`config.mk`:
```
export PLATFORM = sky130hd
export DESIGN_NAME = roi_approach_metrics_core
export DESIGN_NICKNAME = d
export VERILOG_FILES = /design/src/rtl/core/ram_pkg.sv /design/src/rtl/core/roi_approach_metrics_core.sv /design/src/rtl/core/ram_ctrl.sv /design/src/rtl/core/ram_datapath.sv
export VERILOG_INCLUDE_DIRS = /design/src /design/src/rtl/core
export SDC_FILE = /design/constraint.sdc
export NUM_CORES = 2
export LEC_CHECK = 0
export ABC_AREA = 1
export CORE_ASPECT_RATIO = 2
export CORE_MARGIN = 4
export CORE_UTILIZATION = 45
export CTS_BUF_LIST = sky130_fd_sc_hd__clkbuf_4
export DETAILED_ROUTE_END_ITERATION = 6
export DONT_BUFFER_PORTS = 1
export GPL_TIMING_DRIVEN = 0
export PLACE_DENSITY = 0.68
export REMOVE_ABC_BUFFERS = 1
export SLEW_MARGIN = 40
export SYNTH_ARGS = -nofsm -noshare
export SYNTH_HDL_FRONTEND = slang
export SYNTH_SLANG_ARGS = --single-unit
```
`constraint.sdc`:
```
create_clock -name clk -period 23.7 [get_ports clk]
set_clock_uncertainty 0.15 [all_clocks]
set_input_delay 4.74 -clock clk [delete_from_list [all_inputs] [get_ports clk]]
set_output_delay 4.74 -clock clk [all_outputs]
set_load 0.01 [all_outputs]
```
`src/rtl/core/roi_approach_metrics_core_macros.svh`:
```
// Assertion macros shared by the ROI approach metrics core.
// Depends on nothing; included inside module bodies.
`ifndef ROI_APPROACH_METRICS_CORE_MACROS_SVH
`define ROI_APPROACH_METRICS_CORE_MACROS_SVH
// Implication checked every clock, muted during reset.
`define RAM_ASSERT_IMP(label, ante, cons, msg) \
  label: assert property (@(posedge clk) disable iff (rst) (ante) |-> (cons)) else $error(msg);
// Next-cycle implication, muted during reset.
`define RAM_ASSERT_NXT(label, ante, cons, msg) \
  label: assert property (@(posedge clk) disable iff (rst) (ante) |=> (cons)) else $error(msg);
`endif

```
`src/rtl/core/ram_pkg.sv`:
```
// Package for the ROI approach metrics core: codes, constants, command types.
// Depends on nothing.
package ram_pkg;
  localparam int unsigned MaxPointsDefault = 1048576;
  localparam logic [16:0] DistNone = 17'h1FFFF;
  localparam logic [20:0] CntMax = 21'h1FFFFF;
  localparam logic [2:0] CfgLeft = 3'd0;
  localparam logic [2:0] CfgTop = 3'd1;
  localparam logic [2:0] CfgWidth = 3'd2;
  localparam logic [2:0] CfgHeight = 3'd3;
  localparam logic [2:0] CfgEnabled = 3'd4;
  localparam logic [2:0] CfgStart = 3'd5;

  // Commands from controller to datapath.
  typedef struct packed {
    logic latch_in;    // capture accepted word
    logic pair_start;  // evaluate rectangle, load sqrt operand
    logic sqrt_step;   // one root iteration
    logic pair_commit; // fold distance into sums
    logic div_start;   // load divider
    logic div_step;    // one quotient bit
    logic out_load;    // load result register
    logic traj_clear;  // clear trajectory state
    logic shift_prev;  // current point becomes previous
  } ram_cmd_t;

  // Status from datapath to controller.
  typedef struct packed {
    logic pair_ok;  // pair qualifies for measurement
    logic is_last;
    logic need_div; // enabled and count nonzero
  } ram_sts_t;
endpackage

```
`src/rtl/core/roi_approach_metrics_core.sv`:
```
// Top level of the ROI approach metrics core.
// Depends on ram_pkg, ram_ctrl and ram_datapath.
//
//  channel | handshake            | payload
//  cfg     | cfg_valid/cfg_ready  | cfg_index, cfg_data
//  in      | in_valid/in_ready    | point_x, point_y, point_time, last_point
//  out     | out_valid/out_ready  | six metric fields
//
// A point that forms a measured pair runs 18 root steps before its distance is folded in.
// The last point adds the SumW-bit restoring divide if the ROI is enabled and a distance was measured.
// in_ready is low while a point is at work and while a result waits.
// Synchronous reset clears configuration and trajectory state.
module roi_approach_metrics_core #(
  parameter int unsigned MaxPoints = ram_pkg::MaxPointsDefault
) (
  input  logic clk,
  input  logic rst,
  input  logic cfg_valid,
  output logic cfg_ready,
  input  logic [2:0] cfg_index,
  input  logic [31:0] cfg_data,
  input  logic in_valid,
  output logic in_ready,
  input  logic signed [15:0] point_x,
  input  logic signed [15:0] point_y,
  input  logic [31:0] point_time,
  input  logic last_point,
  output logic out_valid,
  input  logic out_ready,
  output logic [31:0] time_in_target,
  output logic [20:0] entry_count,
  output logic reached,
  output logic signed [32:0] first_entry_latency,
  output logic [16:0] min_distance,
  output logic [16:0] mean_distance
);
  import ram_pkg::*;
  localparam int unsigned CntW = $clog2(MaxPoints) + 1;

  ram_cmd_t cmd;
  ram_sts_t sts;

  assign cfg_ready = 1'b1;

  ram_ctrl #(.CntW(CntW)) u_ctrl (
    .clk, .rst, .in_valid, .in_ready, .out_valid, .out_ready, .sts, .cmd
  );

  ram_datapath #(.MaxPoints(MaxPoints), .CntW(CntW)) u_dp (
    .clk, .rst, .cfg_valid, .cfg_index, .cfg_data,
    .point_x, .point_y, .point_time, .last_point, .cmd, .sts,
    .time_in_target, .entry_count, .reached, .first_entry_latency,
    .min_distance, .mean_distance
  );
endmodule

```
`src/rtl/core/ram_ctrl.sv`:
```
// Controller of the ROI approach metrics core: sequences sqrt and divide.
// Depends on ram_pkg and the macros header.
module ram_ctrl #(
  parameter int unsigned CntW = 21
) (
  input  logic clk,
  input  logic rst,
  input  logic in_valid,
  output logic in_ready,
  output logic out_valid,
  input  logic out_ready,
  input  ram_pkg::ram_sts_t sts,
  output ram_pkg::ram_cmd_t cmd
);
  import ram_pkg::*;
  `include "roi_approach_metrics_core_macros.svh"

  localparam logic [2:0] StIdle = 3'd0;
  localparam logic [2:0] StEval = 3'd1;
  localparam logic [2:0] StSqrt = 3'd2;
  localparam logic [2:0] StCommit = 3'd3;
  localparam logic [2:0] StFinal = 3'd4;
  localparam logic [2:0] StDiv = 3'd5;
  localparam logic [2:0] StEmit = 3'd6;

  logic [2:0] state, state_next;
  logic [5:0] cnt, cnt_next;
  logic out_valid_next;

  // Accept only when idle and no result waits.
  assign in_ready = (state == StIdle) && !out_valid;

  always_comb begin
    state_next = state;
    cnt_next = cnt;
    cmd = '0;
    out_valid_next = out_valid && !out_ready;
    unique case (state)
      StIdle: begin
        if (in_valid && in_ready) begin
          cmd.latch_in = 1'b1;
          state_next = StEval;
        end
      end
      StEval: begin
        if (sts.pair_ok) begin
          cmd.pair_start = 1'b1;
          cnt_next = 6'd0;
          state_next = StSqrt;
        end else begin
          state_next = StFinal;
        end
      end
      StSqrt: begin
        cmd.sqrt_step = 1'b1;
        cnt_next = cnt + 6'd1;
        if (cnt == 6'd17) state_next = StCommit;
      end
      StCommit: begin
        cmd.pair_commit = 1'b1;
        state_next = StFinal;
      end
      StFinal: begin
        cmd.shift_prev = 1'b1;
        if (!sts.is_last) begin
          state_next = StIdle;
        end else if (sts.need_div) begin
          cmd.div_start = 1'b1;
          cnt_next = 6'd0;
          state_next = StDiv;
        end else begin
          state_next = StEmit;
        end
      end
      StDiv: begin
        cmd.div_step = 1'b1;
        cnt_next = cnt + 6'd1;
        if (cnt == 6'(CntW + 16)) state_next = StEmit;
      end
      StEmit: begin
        cmd.out_load = 1'b1;
        cmd.traj_clear = 1'b1;
        out_valid_next = 1'b1;
        state_next = StIdle;
      end
      default: state_next = StIdle;
    endcase
  end

  // Advance state.
  always_ff @(posedge clk) begin
    if (rst) begin
      state <= StIdle;
      cnt <= '0;
      out_valid <= 1'b0;
    end else begin
      state <= state_next;
      cnt <= cnt_next;
      out_valid <= out_valid_next;
    end
  end

  `RAM_ASSERT_IMP(a_ready_idle, in_ready, state == StIdle, "ready outside idle")
  `RAM_ASSERT_NXT(a_emit_valid, state == StEmit, out_valid, "emit without valid")
  `RAM_ASSERT_NXT(a_hold, out_valid && !out_ready, out_valid, "result dropped")
endmodule

```
`src/rtl/core/ram_datapath.sv`:
```
// Datapath of the ROI approach metrics core: registers, sqrt, divider.
// Depends on ram_pkg.
module ram_datapath #(
  parameter int unsigned MaxPoints = ram_pkg::MaxPointsDefault,
  parameter int unsigned CntW = 21
) (
  input  logic clk,
  input  logic rst,
  input  logic cfg_valid,
  input  logic [2:0] cfg_index,
  input  logic [31:0] cfg_data,
  input  logic signed [15:0] point_x,
  input  logic signed [15:0] point_y,
  input  logic [31:0] point_time,
  input  logic last_point,
  input  ram_pkg::ram_cmd_t cmd,
  output ram_pkg::ram_sts_t sts,
  output logic [31:0] time_in_target,
  output logic [20:0] entry_count,
  output logic reached,
  output logic signed [32:0] first_entry_latency,
  output logic [16:0] min_distance,
  output logic [16:0] mean_distance
);
  import ram_pkg::*;

  localparam int unsigned SumW = CntW + 17;
  localparam logic [CntW-1:0] CountLimit = CntW'(MaxPoints - 1);

  logic signed [15:0] roi_left, roi_top, roi_width, roi_height;
  logic roi_enabled;
  logic [31:0] trial_start;
  logic signed [15:0] cur_x, cur_y, prev_x, prev_y;
  logic [31:0] cur_time, prev_time;
  logic cur_last, have_prev, was_inside, reached_flag;
  logic [31:0] inside_time_acc;
  logic [20:0] entries_acc;
  logic signed [32:0] latency_reg;
  logic [SumW-1:0] distance_sum;
  logic [CntW-1:0] distance_count;
  logic [16:0] min_dist_reg;
  logic [35:0] sq_rem;
  logic [17:0] sq_root;
  logic [35:0] sq_val;
  logic [SumW-1:0] dv_num;
  logic [SumW:0] dv_rem;
  logic [SumW-1:0] dv_quo;

  // Configuration registers.
  always_ff @(posedge clk) begin
    if (rst) begin
      roi_left <= '0; roi_top <= '0; roi_width <= '0; roi_height <= '0;
      roi_enabled <= 1'b0; trial_start <= '0;
    end else if (cfg_valid) begin
      case (cfg_index)
        CfgLeft: roi_left <= cfg_data[15:0];
        CfgTop: roi_top <= cfg_data[15:0];
        CfgWidth: roi_width <= cfg_data[15:0];
        CfgHeight: roi_height <= cfg_data[15:0];
        CfgEnabled: roi_enabled <= cfg_data[0];
        CfgStart: trial_start <= cfg_data;
        default: ;
      endcase
    end
  end

  // Rectangle test and doubled centre offset of the previous point; time step and sum.
  logic signed [17:0] xb, yb, x1, x2, y1, y2, px, py;
  logic signed [18:0] ex, ey;
  logic in_roi;
  logic [31:0] dt;
  logic [32:0] tsum;
  always_comb begin
    xb = 18'(roi_left) + 18'(roi_width);
    yb = 18'(roi_top) + 18'(roi_height);
    px = 18'(prev_x);
    py = 18'(prev_y);
    x1 = (18'(roi_left) < xb) ? 18'(roi_left) : xb;
    x2 = (18'(roi_left) < xb) ? xb : 18'(roi_left);
    y1 = (18'(roi_top) < yb) ? 18'(roi_top) : yb;
    y2 = (18'(roi_top) < yb) ? yb : 18'(roi_top);
    in_roi = roi_enabled && px >= x1 && px <= x2 && py >= y1 && py <= y2;
    ex = 19'(px) * 19'sd2 - (19'(roi_left) * 19'sd2 + 19'(roi_width));
    ey = 19'(py) * 19'sd2 - (19'(roi_top) * 19'sd2 + 19'(roi_height));
    dt = cur_time - prev_time;
    tsum = {1'b0, inside_time_acc} + {1'b0, dt};
  end
  assign sts.pair_ok = have_prev && (cur_time > prev_time) && (distance_count < CountLimit);
  assign sts.is_last = cur_last;
  assign sts.need_div = roi_enabled && (distance_count != '0);

  // One root bit per step: test candidate against remainder.
  logic [37:0] trial;
  always_comb begin
    trial = {sq_rem[35:0], sq_val[35:34]} - {18'd0, sq_root, 2'b01};
  end

  // Restoring divide step.
  logic [SumW:0] dv_sh;
  always_comb dv_sh = {dv_rem[SumW-1:0], dv_num[SumW-1]};

  always_ff @(posedge clk) begin
    if (cmd.latch_in) begin
      cur_x <= point_x; cur_y <= point_y; cur_time <= point_time;
      cur_last <= last_point;
    end
    if (cmd.pair_start) begin
      sq_val <= 36'(ex * ex) + 36'(ey * ey);
      sq_rem <= '0;
      sq_root <= '0;
    end
    if (cmd.sqrt_step) begin
      sq_val <= {sq_val[33:0], 2'b00};
      if (!trial[37]) begin
        sq_rem <= trial[35:0];
        sq_root <= {sq_root[16:0], 1'b1};
      end else begin
        sq_rem <= {sq_rem[33:0], sq_val[35:34]};
        sq_root <= {sq_root[16:0], 1'b0};
      end
    end
    if (cmd.div_start) begin
      dv_num <= distance_sum;
      dv_rem <= '0;
      dv_quo <= '0;
    end
    if (cmd.div_step) begin
      dv_num <= {dv_num[SumW-2:0], 1'b0};
      if (dv_sh >= {{(SumW+1-CntW){1'b0}}, distance_count}) begin
        dv_rem <= dv_sh - {{(SumW+1-CntW){1'b0}}, distance_count};
        dv_quo <= {dv_quo[SumW-2:0], 1'b1};
      end else begin
        dv_rem <= dv_sh;
        dv_quo <= {dv_quo[SumW-2:0], 1'b0};
      end
    end
    if (cmd.out_load) begin
      if (!roi_enabled) begin
        time_in_target <= '0; entry_count <= '0; reached <= 1'b0;
        first_entry_latency <= '0; min_distance <= DistNone; mean_distance <= '0;
      end else begin
        time_in_target <= inside_time_acc;
        entry_count <= entries_acc;
        reached <= reached_flag;
        first_entry_latency <= latency_reg;
        if (distance_count == '0) begin
          min_distance <= DistNone; mean_distance <= '0;
        end else begin
          min_distance <= min_dist_reg;
          mean_distance <= (dv_quo > SumW'(DistNone)) ? DistNone : dv_quo[16:0];
        end
      end
    end
  end

  // Trajectory state.
  logic [16:0] pt_dist;
  assign pt_dist = sq_root[17:1];
  always_ff @(posedge clk) begin
    if (rst || cmd.traj_clear) begin
      prev_x <= '0; prev_y <= '0; prev_time <= '0;
      have_prev <= 1'b0; was_inside <= 1'b0; reached_flag <= 1'b0;
      inside_time_acc <= '0; entries_acc <= '0; latency_reg <= '0;
      distance_sum <= '0; distance_count <= '0; min_dist_reg <= DistNone;
    end else begin
      if (cmd.pair_start) begin
        if (in_roi) begin
          inside_time_acc <= tsum[32] ? 32'hFFFFFFFF : tsum[31:0];
          if (!was_inside) begin
            if (entries_acc != CntMax) entries_acc <= entries_acc + 21'd1;
            if (!reached_flag) begin
              reached_flag <= 1'b1;
              latency_reg <= $signed({1'b0, prev_time}) - $signed({1'b0, trial_start});
            end
          end
        end
        was_inside <= in_roi;
      end
      if (cmd.pair_commit) begin
        distance_sum <= distance_sum + SumW'(pt_dist);
        distance_count <= distance_count + CntW'(1);
        if (pt_dist < min_dist_reg) min_dist_reg <= pt_dist;
      end
      if (cmd.shift_prev) begin
        prev_x <= cur_x; prev_y <= cur_y; prev_time <= cur_time; have_prev <= 1'b1;
      end
    end
  end
endmodule
```
After elaboration in Yosys (flattened, before gate mapping)
Cells that the tools add are included.
{"block": "totals", "reg_bits": 726, "word_cells": 172, "in_bits": 105, "output_inout_bits": 124}
{"block": "classes", "multipliers": 2, "reduce_logical": 35, "eq_ne": 20, "n_addsub": 16, "muxes": 46, "n_bitwise": 3, "n_lt_le_gt_ge": 11}
{"cell": "two-way mux 38 bit", "n": 7}
{"cell": "two-way mux 36 bit", "n": 5}
{"cell": "two-way mux 18 bit", "n": 6}
{"cell": "multiplier 19 x 19 -> 36 bit", "n": 2}
{"cell": "adder 21 x 1 -> 21 bit, second input constant", "n": 2}
{"cell": ">= comparator 39 x 21 -> 1 bit", "n": 1}
{"cell": "adder 38 x 17 -> 38 bit", "n": 1}
{"cell": "greater-than comparator 38 x 17 -> 1 bit, second input constant", "n": 1}
{"cell": "subtractor 17 x 18 -> 19 bit", "n": 2}
{"cell": "subtractor 38 x 20 -> 38 bit", "n": 1}
{"cell": "subtractor 38 x 21 -> 38 bit", "n": 1}
{"cell": "adder 17 x 16 -> 18 bit", "n": 2}
{"cell": "adder 36 bit", "n": 1}
{"cell": ">= comparator 16 x 18 -> 1 bit", "n": 2}
{"cell": "<= comparator 16 x 18 -> 1 bit", "n": 2}
{"cell": "adder 16 x 16 -> 17 bit", "n": 2}
{"cell": "less-than comparator 16 x 17 -> 1 bit", "n": 2}
{"cell": "adder 32 x 32 -> 33 bit", "n": 1}
{"cell": "subtractor 32 x 32 -> 33 bit", "n": 1}
{"cell": "greater-than comparator 32 bit", "n": 1}
{"cell": "two-way mux 32 bit", "n": 1}
{"cell": "subtractor 32 bit", "n": 1}
{"cell": "zero test 21 bit", "n": 1}
{"cell": "less-than comparator 21 x 20 -> 1 bit, second input constant", "n": 1}
{"cell": "other kinds (29)", "n": 86}

Depth between registers and ports, before layout
{"block": "depth", "depth_word": 9, "ltp_mapped": 46, "ltp_nobuf": 45}

Cells and area by module
Synthesis repeated with hierarchy kept, for this count alone.
{"block": "hier_totals", "cells_unflattened": 8199, "area_unflattened_um2": 67995.2}
{"module": "ram_datapath", "area_per_inst_um2": 67333.3, "seq_area_each_um2": 18207.5, "cells_each": 8090, "instances": 1}
{"module": "ram_ctrl", "area_per_inst_um2": 650.6, "seq_area_each_um2": 200.2, "cells_each": 107, "instances": 1}
{"module": "roi_approach_metrics_core", "area_per_inst_um2": 11.3, "seq_area_each_um2": 0.0, "cells_each": 2, "instances": 1}

Least setup slack after synthesis
Ideal clock, no wire load.
{"block": "synth_timing", "path_type": "input port to flip-flop", "start": "input in_valid", "end": "register u_ctrl.state[0]", "setup_time_ps": 70, "slack_ps": 13252, "cell_stages": 5, "arrival_ps": 10227, "n_path_buf": 0, "required_ps": 23480, "cell_sequence": "nor3b_1 o22ai_1 inv_1 o21ai_0 a21oi_1"}
{"block": "synth_between", "elab_chain_cells": 3}
{"item": "from (decl)", "line_no": "roi_approach_metrics_core.sv:22", "text": "input logic in_valid,"}
{"item": "logical AND 1 bit", "line_no": "ram_ctrl.sv:40", "text": "if (in_valid && in_ready) begin"}
{"item": "inequality test 2 bit (no line)"}
{"item": "AND reduction 3 bit (no line)"}
{"item": "to (signal assigned)", "line_no": "ram_ctrl.sv:93", "text": "state <= StIdle;"}
{"item": "to (signal assigned)", "line_no": "ram_ctrl.sv:97", "text": "state <= state_next;"}
{"item": "to (decl)", "line_no": "ram_ctrl.sv:26", "text": "logic [2:0] state, state_next;"}
Every way passes these cells.
A chain may end at the register's enable or synchronous reset.

Worst setup path in the final report
{"block": "layout_timing", "start": "register u_dp.roi_top[1]", "end": "register u_dp.sq_val[35] (data pin)"}
{"block": "layout_between", "elab_chain_cells": 6}
{"item": "from (decl)", "line_no": "ram_datapath.sv:30", "text": "logic signed [15:0] roi_left, roi_top, roi_width, roi_height;"}
{"item": "from (signal assigned)", "line_no": "ram_datapath.sv:57", "text": "CfgTop: roi_top <= cfg_data[15:0];"}
{"item": "adder 17 x 16 -> 18 bit", "line_no": "ram_datapath.sv:84", "text": "ey = 19'(py) * 19'sd2 - (19'(roi_top) * 19'sd2 + 19'(roi_height));"}
{"item": "subtractor 17 x 18 -> 19 bit", "line_no": "ram_datapath.sv:84"}
{"item": "multiplier 19 x 19 -> 36 bit", "line_no": "ram_datapath.sv:108", "text": "sq_val <= 36'(ex * ex) + 36'(ey * ey);"}
{"item": "adder 36 bit", "line_no": "ram_datapath.sv:108"}
{"item": "two-way mux 36 bit", "line_no": "ram_datapath.sv:107", "text": "if (cmd.pair_start) begin"}
{"item": "two-way mux 36 bit", "line_no": "ram_datapath.sv:112", "text": "if (cmd.sqrt_step) begin"}
{"item": "to (signal assigned)", "line_no": "ram_datapath.sv:108"}
{"item": "to (signal assigned)", "line_no": "ram_datapath.sv:113", "text": "sq_val <= {sq_val[33:0], 2'b00};"}
{"item": "to (decl)", "line_no": "ram_datapath.sv:44", "text": "logic [35:0] sq_val;"}
Every way passes these cells. The select of a mux whose other input is x is not followed.

==> metrics.md <==
| Metric | Value |
|---|---|
| Routed Antenna Nets | `0` |
| Setup TNS | `0 ns` |
| Ys flop type | `edfxtp_1` |
| Largest family of logic cells by synthesized area | `adder cells` |
| Synth async-reset ratio | `0%` |
| Synth Cell Area | `67,900 um2` |
| Routed vias/inst | `5.41` |
| Setup Buffers After CTS | `0` |
| Critical Path End Type | `flip-flop` |
| HP Class | `flip-flop to flip-flop` |
| Max Cap Violations | `0` |
| R2r setup slk | `12.45 ns` |
| Gr ovfl total | `0` |
| Layout cells sized above 1 | `5.36%` |
| Setup-failing EPs final | `0` |
| RSZ-0062 raised after global routing | `false` |
| CP delay by family, top | `adder cells` |
| Multi-input logic area | `42,500 um2` |
| PortBufs | `0` |
| Routability cong. | `0.971` |
| Slew @ Worst Pin | `0.931 ns` |
| Synth unique cells | `70` |
| First-pass GRT wire length | `317,000 um` |
| Final Critical Period | `11.25 ns` |
| Final hold vios | `0` |
| Final #Nets | `9,544` |
| Post-synthesis xor/xnor area fraction | `3.17%` |
| Outcome | `complete, no violations` |
| Fill cells | `14,353` |
| Crit path largest cell delay | `0.86 ns` |
| Final WL | `204,000 um` |
| Post-synthesis mux area share | `0%` |
| Initial DRC Count | `3,279` |
| Adder-cell share of the synthesized area | `31.7%` |
| Horiz. Die Dim | `283 um` |
| Full die area | `157,000 um2` |
| Reg clk slew, reported paths | `0.07 ns` |
| Cts-stage hold buffer count | `0` |
| Yosys warns | `0` |
| Flops & latches, synth | `726` |
| Worst Setup Start Kind | `flip-flop` |
| Via count | `55,486` |
| Post-Synth Simple-Gate Area | `16.2%` |
| Buffers and inverters on the worst path | `9` |
| Initial core utilization | `45.3%` |
| Final Slew Violations | `0` |
| Tot GR Track Use | `26.0%` |
| Top cell by count, worst path | `fa_1` |
| Synth Area per Inst | `8.31 um2` |
| CP max-delay cell | `clkinv_1` |
| Crit Path Category | `flip-flop to flip-flop` |
| Clock H-tree levels | `4` |
| CTS tree | `yes` |
| Max Freq | `88.9 MHz` |
| Worst-skew pair later-pin latency | `1.09 ns` |
| Critical Path AT | `11.94 ns` |
| Sequential share of the synthesized area | `27.1%` |
| Synth Instances | `8,171` |
| Dpl hpwl | `163,000 um` |
| CTS buffer count | `178` |
| Worst EP required | `24.38 ns` |
| CTS root buffer | `clkbuf_4` |
| Compound-Gate Fraction of Synth Area | `11.2%` |
| Vias in the first global route | `58,763` |
| Most common cell after layout, fill and taps aside | `inv_1` |
| # DRC | `0` |
| Critical Path Fanout Max | `17` |
| Resized Gates After CTS | `0` |
| Most frequent cells in the layout | `1,626 x inv_1, 1,382 x nand2_1, 756 x fa_1` |
| Sequential cell area | `18,400 um2` |
| Die H | `557 um` |
| Clock net sink count | `726` |
| Core area | `150,000 um2` |
| Initial antenna violation count | `21` |
| Largest net degree at the start of global routing | `86` |
| Routed WL per cell | `19.9 um` |
| # rows | `201` |
| Bufs on Longest Clock Path | `4` |
| Number of flops mapped to enable cells by yosys | `387` |
| Post-route clock period utilization | `47.5%` |
| Max_slew headroom | `37.8%` |
| Area Overhead vs Synth | `7.10%` |
| Io pins | `229` |
| Pre-antenna DRT Iters | `6` |
[through the flow]
stage	worst slack [ns]	cell area [um2]	instances	hold slack (ns)	utilization [%]
after floorplan	13.25	66900	7946	0.277	-
after global placement	6.16	69300	9874	0.286	46.2
after detailed placement	12.32	70300	9921	0.292	46.9
after CTS	12.30	72600	10235	0.299	48.5
after global routing	11.88	72700	10238	0.319	48.5
final	12.45	72700	10249	0.296	48.5
[final timing paths]
check,end,cells past startpoint,start
max reg2reg,u_dp.sq_val[35],32,u_dp.roi_top[1]
max,u_dp.sq_val[35],32,u_dp.roi_top[1]
min,u_dp.prev_x[5],2,u_dp.cur_x[5]
min reg2reg,u_dp.prev_x[5],2,u_dp.cur_x[5]
[cells by family after synthesis]
logic type,after synthesis
adders and majority gates,1266
buffers and inverters,1883
and+or+nand+nor,2649
xor gates and xnor gates,245
other,1
DFF,726
AOI/OAI and AO/OA,1401
[worst min-delay path, cell delays in order, from the launching register on]
cell and delay [ns]:
edfxtp_1 0.33, nand2_1 0.05, a21oi_1 0.12
[cell usage after synthesis (8+ instances only)]
library cell / n / area [um2]
a211oi_1: 14 / 105
a21boi_0: 8 / 60.1
a21o_1: 29 / 218
a21oi_1: 719 / 3600
a221oi_1: 10 / 87.6
a31oi_1: 27 / 169
a32o_1: 8 / 80.1
buf_2: 34 / 170
clkbuf_1: 174 / 653
clkinv_1: 13 / 48.8
dfxtp_1: 339 / 6790
edfxtp_1: 387 / 11600
fa_1: 758 / 15200
ha_1: 508 / 6360
inv_1: 1634 / 6130
inv_2: 10 / 37.5
nand2_1: 1402 / 5260
nand2_2: 8 / 50.1
nand3_1: 227 / 1140
nand3b_1: 14 / 105
nand4_1: 112 / 701
nor2_1: 722 / 2710
nor3_1: 75 / 375
nor4_1: 33 / 206
o211ai_1: 15 / 113
o21a_1: 22 / 165
o21ai_0: 455 / 2280
o21ai_1: 19 / 95.1
o21bai_1: 28 / 210
o31ai_1: 9 / 67.6
or2_2: 24 / 150
xnor2_1: 101 / 885
xor2_1: 143 / 1250
[per-layer routing]
layer	up-vias	part of all wire, %	global-route usage, %
met5	-	0.041	0
met4	12	9.6	20.4
met3	825	5.5	4.16
met2	1882	53	49.4
met1	26662	32	24.4
li1	26105	-	-
[area by class of cell]
cell class	count	share of cell area, %
Sequential cell	726	25.3
Tap cell	1928	3.32
Clock buffer	246	2.54
Inverter	1658	8.61
Antenna cell	14	0.0482
Multi-Input combinational cell	5562	58.5
Clock inverter	68	0.673
Timing Repair Buffer	47	0.966
Power is left out: the tool's default activity adds up to more than one toggle a clock period on the data nets, which glitch-free logic cannot reach.
